File: src/rtl/md5_pkg.sv
`default_nettype none

package md5_pkg;

  // Initial chaining values.
  localparam logic [31:0] IV_A = 32'h67452301;
  localparam logic [31:0] IV_B = 32'hefcdab89;
  localparam logic [31:0] IV_C = 32'h98badcfe;
  localparam logic [31:0] IV_D = 32'h10325476;

  // Padding marker byte.
  localparam logic [7:0] PAD_BYTE = 8'h80;

  // Additive constant for each of the 64 rounds.
  localparam logic [31:0] ROUND_CONST [64] = '{
    32'hd76aa478, 32'he8c7b756, 32'h242070db, 32'hc1bdceee,
    32'hf57c0faf, 32'h4787c62a, 32'ha8304613, 32'hfd469501,
    32'h698098d8, 32'h8b44f7af, 32'hffff5bb1, 32'h895cd7be,
    32'h6b901122, 32'hfd987193, 32'ha679438e, 32'h49b40821,
    32'hf61e2562, 32'hc040b340, 32'h265e5a51, 32'he9b6c7aa,
    32'hd62f105d, 32'h02441453, 32'hd8a1e681, 32'he7d3fbc8,
    32'h21e1cde6, 32'hc33707d6, 32'hf4d50d87, 32'h455a14ed,
    32'ha9e3e905, 32'hfcefa3f8, 32'h676f02d9, 32'h8d2a4c8a,
    32'hfffa3942, 32'h8771f681, 32'h6d9d6122, 32'hfde5380c,
    32'ha4beea44, 32'h4bdecfa9, 32'hf6bb4b60, 32'hbebfbc70,
    32'h289b7ec6, 32'heaa127fa, 32'hd4ef3085, 32'h04881d05,
    32'hd9d4d039, 32'he6db99e5, 32'h1fa27cf8, 32'hc4ac5665,
    32'hf4292244, 32'h432aff97, 32'hab9423a7, 32'hfc93a039,
    32'h655b59c3, 32'h8f0ccc92, 32'hffeff47d, 32'h85845dd1,
    32'h6fa87e4f, 32'hfe2ce6e0, 32'ha3014314, 32'h4e0811a1,
    32'hf7537e82, 32'hbd3af235, 32'h2ad7d2bb, 32'heb86d391
  };

  // Commands from the controller to the datapath.
  typedef struct packed {
    logic write_byte;  // store the incoming byte and count it
    logic start;       // load working words from the chaining words
    logic round_en;    // run one compression round
    logic add;         // fold working words into the chaining words
    logic pad;         // pad the block after the last byte
    logic zero;        // clear the block and write only the length
    logic clear_msg;   // restart for a new message
  } md5_cmd_t;

  // Status from the datapath to the controller.
  typedef struct packed {
    logic pos_last;    // next byte completes a block
    logic pos_ge56;    // no room left for the length in this block
    logic round_last;  // round 63 is running
  } md5_sts_t;

  // Message word used by a round.
  function automatic logic [3:0] msg_index(input logic [5:0] rnd);
    logic [3:0] r;
    logic [3:0] g;
    r = rnd[3:0];
    unique case (rnd[5:4])
      2'd0: g = r;
      2'd1: g = 4'(r * 4'd5 + 4'd1);
      2'd2: g = 4'(r * 4'd3 + 4'd5);
      default: g = 4'(r * 4'd7);
    endcase
    return g;
  endfunction

  // Left rotate amount of a round.
  function automatic logic [4:0] rot_amount(input logic [5:0] rnd);
    logic [4:0] s;
    unique case ({rnd[5:4], rnd[1:0]})
      4'd0:  s = 5'd7;
      4'd1:  s = 5'd12;
      4'd2:  s = 5'd17;
      4'd3:  s = 5'd22;
      4'd4:  s = 5'd5;
      4'd5:  s = 5'd9;
      4'd6:  s = 5'd14;
      4'd7:  s = 5'd20;
      4'd8:  s = 5'd4;
      4'd9:  s = 5'd11;
      4'd10: s = 5'd16;
      4'd11: s = 5'd23;
      4'd12: s = 5'd6;
      4'd13: s = 5'd10;
      4'd14: s = 5'd15;
      default: s = 5'd21;
    endcase
    return s;
  endfunction

  // 32-bit left rotate.
  function automatic logic [31:0] rotl32(input logic [31:0] x, input logic [4:0] s);
    logic [63:0] t;
    t = {x, x} << s;
    return t[63:32];
  endfunction

endpackage

`default_nettype wire

File: src/rtl/md5_datapath.sv
`default_nettype none

module md5_datapath (
  input  wire logic            clk_i,
  input  wire logic            rst_ni,
  input  wire md5_pkg::md5_cmd_t cmd_i,
  input  wire logic [7:0]      message_byte_i,
  input  wire logic [1:0]      out_idx_i,
  output md5_pkg::md5_sts_t    sts_o,
  output logic [31:0]          digest_word_o
);

  logic [31:0] blk_q   [16];
  logic [31:0] blk_d   [16];
  logic [31:0] chain_q [4];
  logic [31:0] chain_d [4];
  logic [31:0] work_q  [4];
  logic [31:0] work_d  [4];
  logic [60:0] len_q, len_d;
  logic [5:0]  round_q, round_d;

  logic [3:0]  pos_word;
  logic [1:0]  pos_lane;
  logic [31:0] bits_lo, bits_hi;
  logic [31:0] func_f, round_sum, round_rot;

  assign pos_word = len_q[5:2];
  assign pos_lane = len_q[1:0];
  // Bit count of the message, modulo 2^64.
  assign bits_lo  = {len_q[28:0], 3'b000};
  assign bits_hi  = len_q[60:29];

  assign sts_o.pos_last   = &len_q[5:0];
  assign sts_o.pos_ge56   = &len_q[5:3];
  assign sts_o.round_last = &round_q;

  assign digest_word_o = chain_q[out_idx_i];

  // Round function and the sum that feeds the rotate.
  always_comb begin
    unique case (round_q[5:4])
      2'd0: func_f = (work_q[1] & work_q[2]) | (~work_q[1] & work_q[3]);
      2'd1: func_f = (work_q[1] & work_q[3]) | (work_q[2] & ~work_q[3]);
      2'd2: func_f = work_q[1] ^ work_q[2] ^ work_q[3];
      default: func_f = work_q[2] ^ (work_q[1] | ~work_q[3]);
    endcase
    round_sum = func_f + work_q[0] + md5_pkg::ROUND_CONST[round_q]
              + blk_q[md5_pkg::msg_index(round_q)];
    round_rot = md5_pkg::rotl32(round_sum, md5_pkg::rot_amount(round_q));
  end

  // Block words: byte insertion, padding and the length words.
  always_comb begin
    for (int w = 0; w < 16; w++) begin
      blk_d[w] = blk_q[w];
      if (cmd_i.write_byte && (4'(w) == pos_word)) begin
        for (int j = 0; j < 4; j++) begin
          if (2'(j) == pos_lane) begin
            blk_d[w][8*j +: 8] = message_byte_i;
          end
        end
      end
      if (cmd_i.pad) begin
        if (4'(w) > pos_word) begin
          blk_d[w] = '0;
        end else if (4'(w) == pos_word) begin
          for (int j = 0; j < 4; j++) begin
            if (2'(j) == pos_lane) begin
              blk_d[w][8*j +: 8] = md5_pkg::PAD_BYTE;
            end else if (2'(j) > pos_lane) begin
              blk_d[w][8*j +: 8] = 8'h00;
            end
          end
        end
      end
      if (cmd_i.zero) begin
        blk_d[w] = '0;
      end
    end
    // The length goes in now unless it has to wait for an extra block.
    if (cmd_i.zero || (cmd_i.pad && !sts_o.pos_ge56)) begin
      blk_d[14] = bits_lo;
      blk_d[15] = bits_hi;
    end
  end

  // Working words, round counter, chaining words and length.
  always_comb begin
    work_d  = work_q;
    chain_d = chain_q;
    round_d = round_q;
    len_d   = len_q;
    if (cmd_i.start) begin
      work_d  = chain_q;
      round_d = '0;
    end
    if (cmd_i.round_en) begin
      work_d[0] = work_q[3];
      work_d[3] = work_q[2];
      work_d[2] = work_q[1];
      work_d[1] = work_q[1] + round_rot;
      round_d   = round_q + 6'd1;
    end
    if (cmd_i.add) begin
      for (int k = 0; k < 4; k++) begin
        chain_d[k] = chain_q[k] + work_q[k];
      end
    end
    if (cmd_i.write_byte) begin
      len_d = len_q + 61'd1;
    end
    if (cmd_i.clear_msg) begin
      chain_d = '{md5_pkg::IV_A, md5_pkg::IV_B, md5_pkg::IV_C, md5_pkg::IV_D};
      len_d   = '0;
    end
  end

  // Control state of the datapath.
  always_ff @(posedge clk_i or negedge rst_ni) begin
    if (!rst_ni) begin
      chain_q <= '{md5_pkg::IV_A, md5_pkg::IV_B, md5_pkg::IV_C, md5_pkg::IV_D};
      len_q   <= '0;
      round_q <= '0;
    end else begin
      chain_q <= chain_d;
      len_q   <= len_d;
      round_q <= round_d;
    end
  end

  // Payload registers.
  always_ff @(posedge clk_i) begin
    blk_q  <= blk_d;
    work_q <= work_d;
  end

endmodule

`default_nettype wire

File: src/rtl/md5_ctrl.sv
`default_nettype none

module md5_ctrl (
  input  wire logic            clk_i,
  input  wire logic            rst_ni,
  input  wire logic            in_valid_i,
  output logic                 in_stall_o,
  input  wire logic            byte_valid_i,
  input  wire logic            last_byte_i,
  output logic                 out_valid_o,
  input  wire logic            out_stall_i,
  output logic [1:0]           out_idx_o,
  output logic                 last_word_o,
  input  wire md5_pkg::md5_sts_t sts_i,
  output md5_pkg::md5_cmd_t    cmd_o
);

  localparam logic [2:0] S_IDLE = 3'd0;
  localparam logic [2:0] S_COMP = 3'd1;
  localparam logic [2:0] S_ADD  = 3'd2;
  localparam logic [2:0] S_PAD  = 3'd3;
  localparam logic [2:0] S_ZERO = 3'd4;
  localparam logic [2:0] S_OUT  = 3'd5;

  logic [2:0] state_q, state_d;
  logic       last_pend_q, last_pend_d;
  logic       final_q, final_d;
  logic       len_blk_q, len_blk_d;
  logic [1:0] idx_q, idx_d;
  logic       in_acc;

  assign in_stall_o  = (state_q != S_IDLE);
  assign out_valid_o = (state_q == S_OUT);
  assign out_idx_o   = idx_q;
  assign last_word_o = (idx_q == 2'd3);
  assign in_acc      = in_valid_i && !in_stall_o;

  // Sequencing of byte intake, compression, padding and digest beats.
  always_comb begin
    state_d     = state_q;
    last_pend_d = last_pend_q;
    final_d     = final_q;
    len_blk_d   = len_blk_q;
    idx_d       = idx_q;
    cmd_o       = '0;
    unique case (state_q)
      S_IDLE: begin
        cmd_o.write_byte = in_acc && byte_valid_i;
        if (in_acc) begin
          if (byte_valid_i && sts_i.pos_last) begin
            cmd_o.start = 1'b1;
            last_pend_d = last_byte_i;
            final_d     = 1'b0;
            state_d     = S_COMP;
          end else if (last_byte_i) begin
            state_d = S_PAD;
          end
        end
      end
      S_COMP: begin
        cmd_o.round_en = 1'b1;
        if (sts_i.round_last) begin
          state_d = S_ADD;
        end
      end
      S_ADD: begin
        cmd_o.add = 1'b1;
        priority if (final_q) begin
          idx_d   = 2'd0;
          state_d = S_OUT;
        end else if (last_pend_q) begin
          last_pend_d = 1'b0;
          state_d     = S_PAD;
        end else if (len_blk_q) begin
          state_d = S_ZERO;
        end else begin
          state_d = S_IDLE;
        end
      end
      S_PAD: begin
        cmd_o.pad   = 1'b1;
        cmd_o.start = 1'b1;
        len_blk_d   = sts_i.pos_ge56;
        final_d     = !sts_i.pos_ge56;
        state_d     = S_COMP;
      end
      S_ZERO: begin
        cmd_o.zero  = 1'b1;
        cmd_o.start = 1'b1;
        len_blk_d   = 1'b0;
        final_d     = 1'b1;
        state_d     = S_COMP;
      end
      S_OUT: begin
        if (!out_stall_i) begin
          idx_d = idx_q + 2'd1;
          if (idx_q == 2'd3) begin
            cmd_o.clear_msg = 1'b1;
            final_d         = 1'b0;
            state_d         = S_IDLE;
          end
        end
      end
      default: begin
        state_d = S_IDLE;
      end
    endcase
  end

  always_ff @(posedge clk_i or negedge rst_ni) begin
    if (!rst_ni) begin
      state_q     <= S_IDLE;
      last_pend_q <= 1'b0;
      final_q     <= 1'b0;
      len_blk_q   <= 1'b0;
      idx_q       <= 2'd0;
    end else begin
      state_q     <= state_d;
      last_pend_q <= last_pend_d;
      final_q     <= final_d;
      len_blk_q   <= len_blk_d;
      idx_q       <= idx_d;
    end
  end

endmodule

`default_nettype wire

File: src/rtl/md5_message_digest_top.sv
// MD5 digest over a byte stream. One beat carries one message byte (or none,
// with byte_valid low, to close a message) and a last flag. Bytes are taken
// one per cycle while a 64-byte block fills. The beat that completes a block
// holds the input off while 64 rounds run through the single round unit,
// one round per cycle, and the result is then folded into the chaining
// words. A last beat adds one padding step and a further compression, or
// two of each when the 0x80 marker leaves fewer than 8 bytes in the block
// for the length.
// The four digest words a, b, c, d then leave as four output beats, held
// while out_stall_i is high, and the block is ready for the next message.
`default_nettype none

module md5_message_digest_top (
  input  wire logic        clk_i,
  input  wire logic        rst_ni,
  input  wire logic        in_valid_i,
  output logic             in_stall_o,
  input  wire logic [7:0]  message_byte_i,
  input  wire logic        byte_valid_i,
  input  wire logic        last_byte_i,
  output logic             out_valid_o,
  input  wire logic        out_stall_i,
  output logic [31:0]      digest_word_o,
  output logic [1:0]       word_index_o,
  output logic             last_word_o
);

  md5_pkg::md5_cmd_t cmd;
  md5_pkg::md5_sts_t sts;
  logic [1:0]        out_idx;

  assign word_index_o = out_idx;

  md5_ctrl u_ctrl (
    .clk_i        (clk_i),
    .rst_ni       (rst_ni),
    .in_valid_i   (in_valid_i),
    .in_stall_o   (in_stall_o),
    .byte_valid_i (byte_valid_i),
    .last_byte_i  (last_byte_i),
    .out_valid_o  (out_valid_o),
    .out_stall_i  (out_stall_i),
    .out_idx_o    (out_idx),
    .last_word_o  (last_word_o),
    .sts_i        (sts),
    .cmd_o        (cmd)
  );

  md5_datapath u_datapath (
    .clk_i          (clk_i),
    .rst_ni         (rst_ni),
    .cmd_i          (cmd),
    .message_byte_i (message_byte_i),
    .out_idx_i      (out_idx),
    .sts_o          (sts),
    .digest_word_o  (digest_word_o)
  );

  // No input is taken while digest beats are pending.
  assert property (@(posedge clk_i) disable iff (!rst_ni)
    out_valid_o |-> in_stall_o)
    else $error("input accepted during digest output");

  // The final digest beat ends the output burst.
  assert property (@(posedge clk_i) disable iff (!rst_ni)
    (out_valid_o && !out_stall_i && last_word_o) |=> !out_valid_o)
    else $error("output continued past the last digest word");

  // The last round is always followed by the chaining update.
  assert property (@(posedge clk_i) disable iff (!rst_ni)
    (cmd.round_en && sts.round_last) |=> cmd.add)
    else $error("chaining update missing after round 63");

  // Bytes are never written into a block under compression.
  assert property (@(posedge clk_i) disable iff (!rst_ni)
    cmd.round_en |-> !cmd.write_byte && !cmd.pad && !cmd.zero)
    else $error("block words changed during compression");

endmodule

`default_nettype wire
File: config.mk
export PLATFORM = sky130hd
export DESIGN_NAME = md5_message_digest_top
export DESIGN_NICKNAME = d
export VERILOG_FILES = /design/src/rtl/md5_pkg.sv /design/src/rtl/md5_datapath.sv /design/src/rtl/md5_ctrl.sv /design/src/rtl/md5_message_digest_top.sv
export SDC_FILE = /design/constraint.sdc
export NUM_CORES = 2
export LEC_CHECK = 0
export BUFFER_PORTS_ARGS = -buffer_cell sky130_fd_sc_hd__buf_2
export CORE_MARGIN = 1.5
export CORE_UTILIZATION = 60
export CTS_CLUSTER_SIZE = 40
export DETAILED_ROUTE_END_ITERATION = 6
export PLACE_DENSITY = 0.78
export SLEW_MARGIN = 15
export SYNTH_ARGS = -nofsm -noshare
export SYNTH_HDL_FRONTEND = slang
export SYNTH_SLANG_ARGS = --single-unit
File: constraint.sdc
create_clock -name clk_i -period 12.9 [get_ports clk_i]
set_input_delay 0.645 -clock clk_i [delete_from_list [all_inputs] [get_ports clk_i]]
set_output_delay 0.645 -clock clk_i [all_outputs]
set_load 0.01 [all_outputs]
Word level (Yosys, flattened, before mapping)
Memory sizes are Yosys's and may differ from the RTL's.
Index checks and enable logic that the tools add are counted.
Word-level totals
  memories: 2
  ROM bits: 2128
  bits in registers: 843
  output and inout bits: 37
Operators by class
  mux-type cells: 311
  equality and inequality tests: 34
  $mul: 3
  add/subtract/negate cells: 13
  bitwise logic cells: 15
  shifts and indexed selects: 1
  reduce and logical (&&, ||, !) cells: 44
  magnitude comparators: 23
Memories
  (name not given): words 64, width 32, rd ports 1, clocked after Yosys merged registers in 0, wr ports 0, line md5_datapath.sv:47  | round_sum = func_f + work_q[0] + md5_pkg::ROUND_CONST[round_q]
  (name not given): words 16, width 5, rd ports 1, clocked after Yosys merged registers in 0, wr ports 0, line md5_pkg.sv:69  | unique case ({rnd[5:4], rnd[1:0]})
Operators by type and width (number)
  $mux 32: 72
  $mux 8: 192
  $mux 128: 4
  $add 32x32->32: 8
  $and 32x32->32: 4
  $bmux 32 s4: 1
  $mux 61: 2
  $or 32x32->32: 3
  $pmux 32 s3: 1
  $xor 32x32->32: 3
  $bmux 32 s2: 1
  $mux 64: 1
  $not 32->32: 2
  $shl 64x5->64: 1
  $add 61x1->61 const B: 1
  $eq 4x4->1 const A: 8
  $gt 4x4->1 const A: 8
  $mux 3: 9
  $logic_and 1x1->1: 20
  $mux 1: 17
  $eq 3x4->1 const A: 4
  $gt 3x4->1 const A: 4
  $pmux 3 s5: 1
  $mux 6: 2
  other kinds (46): 75

Logic depth before layout (Yosys ltp)
  word-level depth: 14
  gate-level depth with buffers: 47
  gate-level depth less buffers: 42

Modules after synthesis
A second synthesis with hierarchy kept.
Second synthesis, totals
  cell total of the unflattened synthesis: 6767
  area, all modules: 57222.4 um^2
By module, submodules not included
  md5_datapath: times used 1, cells each 6696, area each 56650.6 um^2
  md5_ctrl: times used 1, cells each 71, area each 571.8 um^2

Worst setup path after synthesis
OpenSTA, ideal clock, no wires.
  path kind: register -> register
  start point: register u_datapath.round_q[2]
  end point: register u_datapath.work_q[94] (netlist bit), data pin
  period minus slack after synthesis: 11.093 ns
  arrival: 10.825 ns
  cell stages (with the launch flop): 46
  library setup time: 0.268 ns
  setup slack: 1.807 ns
  data required time: 12.632 ns
  path through: dfrtp_1 -> buf_6 -> inv_1 -> clkbuf_1 -> buf_1 -> fa_1 -> inv_1 -> ha_1 -> xnor2_1 -> xnor2_1 -> o32a_1 -> nand4b_1 -> clkbuf_1 -> clkbuf_1 -> buf_1 -> mux2i_1 -> a21oi_1 -> fa_1 -> [... 10 more ...] -> o21bai_1 -> xnor2_1 -> o211ai_1 -> a311oi_1 -> o31ai_1 -> ha_1 -> fa_1 -> a21o_1 -> a21o_1 -> a2111oi_0 -> or3_1 -> nand4_1 -> a31oi_1 -> o21ai_0 -> o31ai_1 -> o21ai_0 -> xnor2_1 -> o21ai_0
RTL lines
  start, declared: line md5_datapath.sv:20  | logic [5:0] round_q, round_d;
  start signal, assigned: line md5_datapath.sv:127  | round_q <= round_d;
  end signal, assigned: line md5_datapath.sv:134  | work_q <= work_d;
  end, declared: line md5_datapath.sv:17  | logic [31:0] work_q [4];

==> flow_metrics.tcl <==
set metrics [dict create \
    grtUsageMet3 0.107 \
    start_util 0.605 \
    cp.arrival_ps 12790 \
    max_freq_mhz 80.6 \
    grt_pass1_vias 50500 \
    h-tree-depth 3 \
    grt_max_degree 123 \
    yosys.area.top_type_share 0.179 \
    clock_path_buffers 3 \
    synth-edff-count 136 \
    critPathSlowestCell "mux2i_1" \
    relSlewSlack 0.105 \
    viasPerCell 6.87 \
    drv_slew 0 \
    worst_pin_slew_ps 1340 \
    syn_area_sq_mm 0.0564 \
    nNetsFinal 6909 \
    ff2ff_path_depth 39 \
    crit_buf_inv 7 \
    ios 51 \
    io_buffers 50 \
    cap_viol_max_count 0 \
    overflow 0 \
    numCtsBuffers 92 \
    outcome "finished, violations left" \
    finalSetupTns_ps 0 \
    violations "DRC" \
    cts_root_buffer "clkbuf_16" \
    hold_violations 0 \
    insertion_delay_ps 720 \
    layout_commonest_cell "nand2_1" \
    grtUsageMet1 0.517 \
    synth_top_area_cell "dfxtp_1" \
    path_max_fanout 12 \
    die_w_um 310 \
    synth_flop_cell "dfxtp_1" \
    rows 112 \
    worstSetupEndpointType "flop" \
    yosysWarningCount 0 \
    cts.sinks 843 \
    synthCells 6782 \
    critical_path.top_delay_family "compound AO/OA/AOI/OAI gates" \
    fin_skew_ps 62.2 \
    wl_per_cell_um 25.8 \
    cts_tree "yes" \
    die_area_sq_mm 0.0959 \
    drive_gt1_frac 0.0981 \
    ys_seq_area_frac 0.343 \
    synthTopCellsByArea "dfxtp_1 18%, nand2_1 7.6%, edfxtp_1 7.2%" \
    cp.required_ps 13280 \
    fin_crit_ps 12410 \
    critical_path_class "reg2reg" \
    netlist-cell-type-count 90 \
    core-area_sq_mm 0.0933 \
    grt.busiest_layer "met2" \
    cp.depth 39 \
    grt_pass1_wl_mm 306 \
    path_common_cell "inv_1" \
    drcViolationCount 19 \
    cts_hold_buf 0 \
    wl_mm 205 \
    final_cell_mix "1148 x nand2_1, 731 x a21oi_1, 515 x nor2_1" \
    fin_crit_sh 0.962 \
    dr.pass1.iters 7 \
    via_count 54500 \
    cp_slowest_stage_delay_ps 600 \
    synthesis.nets 7086 \
    antenna_found_initial 3 \
    final.fill_count 7766 \
    crit_path_start_kind "flop" \
    area_growth_pct 7.71 \
    die_h_um 310 \
    place.detailed.hpwl_mm 140 \
    avgSynthCellArea_sq_um 8.32 \
    setup-violations-final 0 \
    grt_usage 0.417 \
    antenna_left 0 \
    synth-seq-cells 843 \
    grtUsageMet2 0.627 \
    clk_pin_slew_ps 60 \
    place.gp.congestion 1.04 \
    async_reset_ff_frac 0.241 \
    min_path_type "in2async" \
    drt_iter0_markers 7586 \
]
## metrics by stage
step	hold WS (ps)	utilization	std cells	instance area, sq um	setup slack, ps
2_1_floorplan	349	-	6782	56400	1810
3_3_place_gp	438	0.617	7763	57600	1410
3_5_place_dp	446	0.617	7763	57600	1060
4_1_cts	46.7	0.651	7929	60800	993
5_1_grt	60.3	0.651	7931	60800	-2.44
6_report	7.67	0.651	7932	60800	490
## state kept, by name, indices dropped and copies added, names as in the netlist, named ones only
| name | count |
|---|---|
| u_datapath.round_q | 6 |
| u_ctrl.state_q | 3 |
| u_datapath.work_q | 128 |
| u_datapath.blk_q | 511 |
| u_datapath.len_q | 61 |
| u_datapath.chain_q | 128 |
| u_ctrl.final_q | 1 |
| u_ctrl.out_idx_o | 2 |
| u_ctrl.last_pend_q | 1 |
| u_ctrl.len_blk_q | 1 |
## synthesized netlist by cell type, types with 39 or more instances
cell type	count
a211oi_1	128
a21o_1	86
a21oi_1	731
a31oi_1	85
and3_1	48
buf_1	60
clkbuf_1	352
dfrtp_1	139
dfstp_2	64
dfxtp_1	504
edfxtp_1	136
fa_1	69
ha_1	221
inv_1	219
mux2i_1	236
mux4_2	166
nand2_1	1148
nand2b_1	39
nand3_1	319
nor2_1	522
nor2b_1	63
nor3_1	94
o211ai_1	45
o21ai_0	447
o22ai_1	56
or2_2	53
xnor2_1	122
xor2_1	121
## worst reg2reg max path, delay by kind of cell (launching register included)
family / cells / cell delay [ps]
AO/OA/AOI/OAI: 17 / 4840
adder cells (fa/ha/maj): 6 / 2600
buffers and inverters: 7 / 1520
AND/OR/NAND/NOR: 5 / 1140
multiplexers: 2 / 1130
XOR/XNOR: 2 / 480
flip-flops: 1 / 370
## final timing paths
path / from / to / slack (ps)
hold reg to reg: u_datapath.blk_q[432] / u_datapath.blk_q[432] / 450
max in group asynchronous: rst_ni / u_datapath.len_q[52] / 10690
min in group clk_i: last_byte_i / u_ctrl.last_pend_q / 210
hold / removal: rst_ni / u_datapath.chain_q[3] / 8
setup / recovery: u_datapath.round_q[0] / u_datapath.work_q[94] / 490
setup reg to reg: u_datapath.round_q[0] / u_datapath.work_q[94] / 490
## logic make-up (layout without fill, tap and decap cells)
family / Yosys count / in the layout / synth area share
and+or+nand+nor: 2420 / 2422 / 0.186
AOI/OAI and AO/OA: 1911 / 1911 / 0.203
DFF: 843 / 843 / 0.343
buffers and inverters: 645 / 538 / 0.0434
muxes: 428 / 428 / 0.113
adders and majority gates: 290 / 290 / 0.0735
xor gates and xnor gates: 245 / 245 / 0.0385
other: 0 / 1 / 0
## repair_timing
item,in CTS,in global routing
setup buffers,0,0
setup endpoints to repair,0,5
endpoints found under the hold margin,0,0
gates resized for setup,0,2
## routing by layer
layer | part of all wire | vias up
li1 | - | 24000
met1 | 0.36 | 25700
met2 | 0.43 | 3780
met3 | 0.12 | 1033
met4 | 0.089 | 6
met5 | 0.00017 | -
## cell type report
class	count	area, sq um	share of cell area
antenna	1	2.50	0.0000412
clock buffer	131	2750	0.0452
clock inverter	35	410	0.00675
inverter	222	838	0.0138
multi-input combinational	5296	34800	0.573
sequential	843	19300	0.318
tap	1254	1570	0.0258
timing repair buffer	150	1060	0.0175
Power is not shown: default switching activity piles up to over one toggle a cycle in this logic, so the estimate is an artifact.
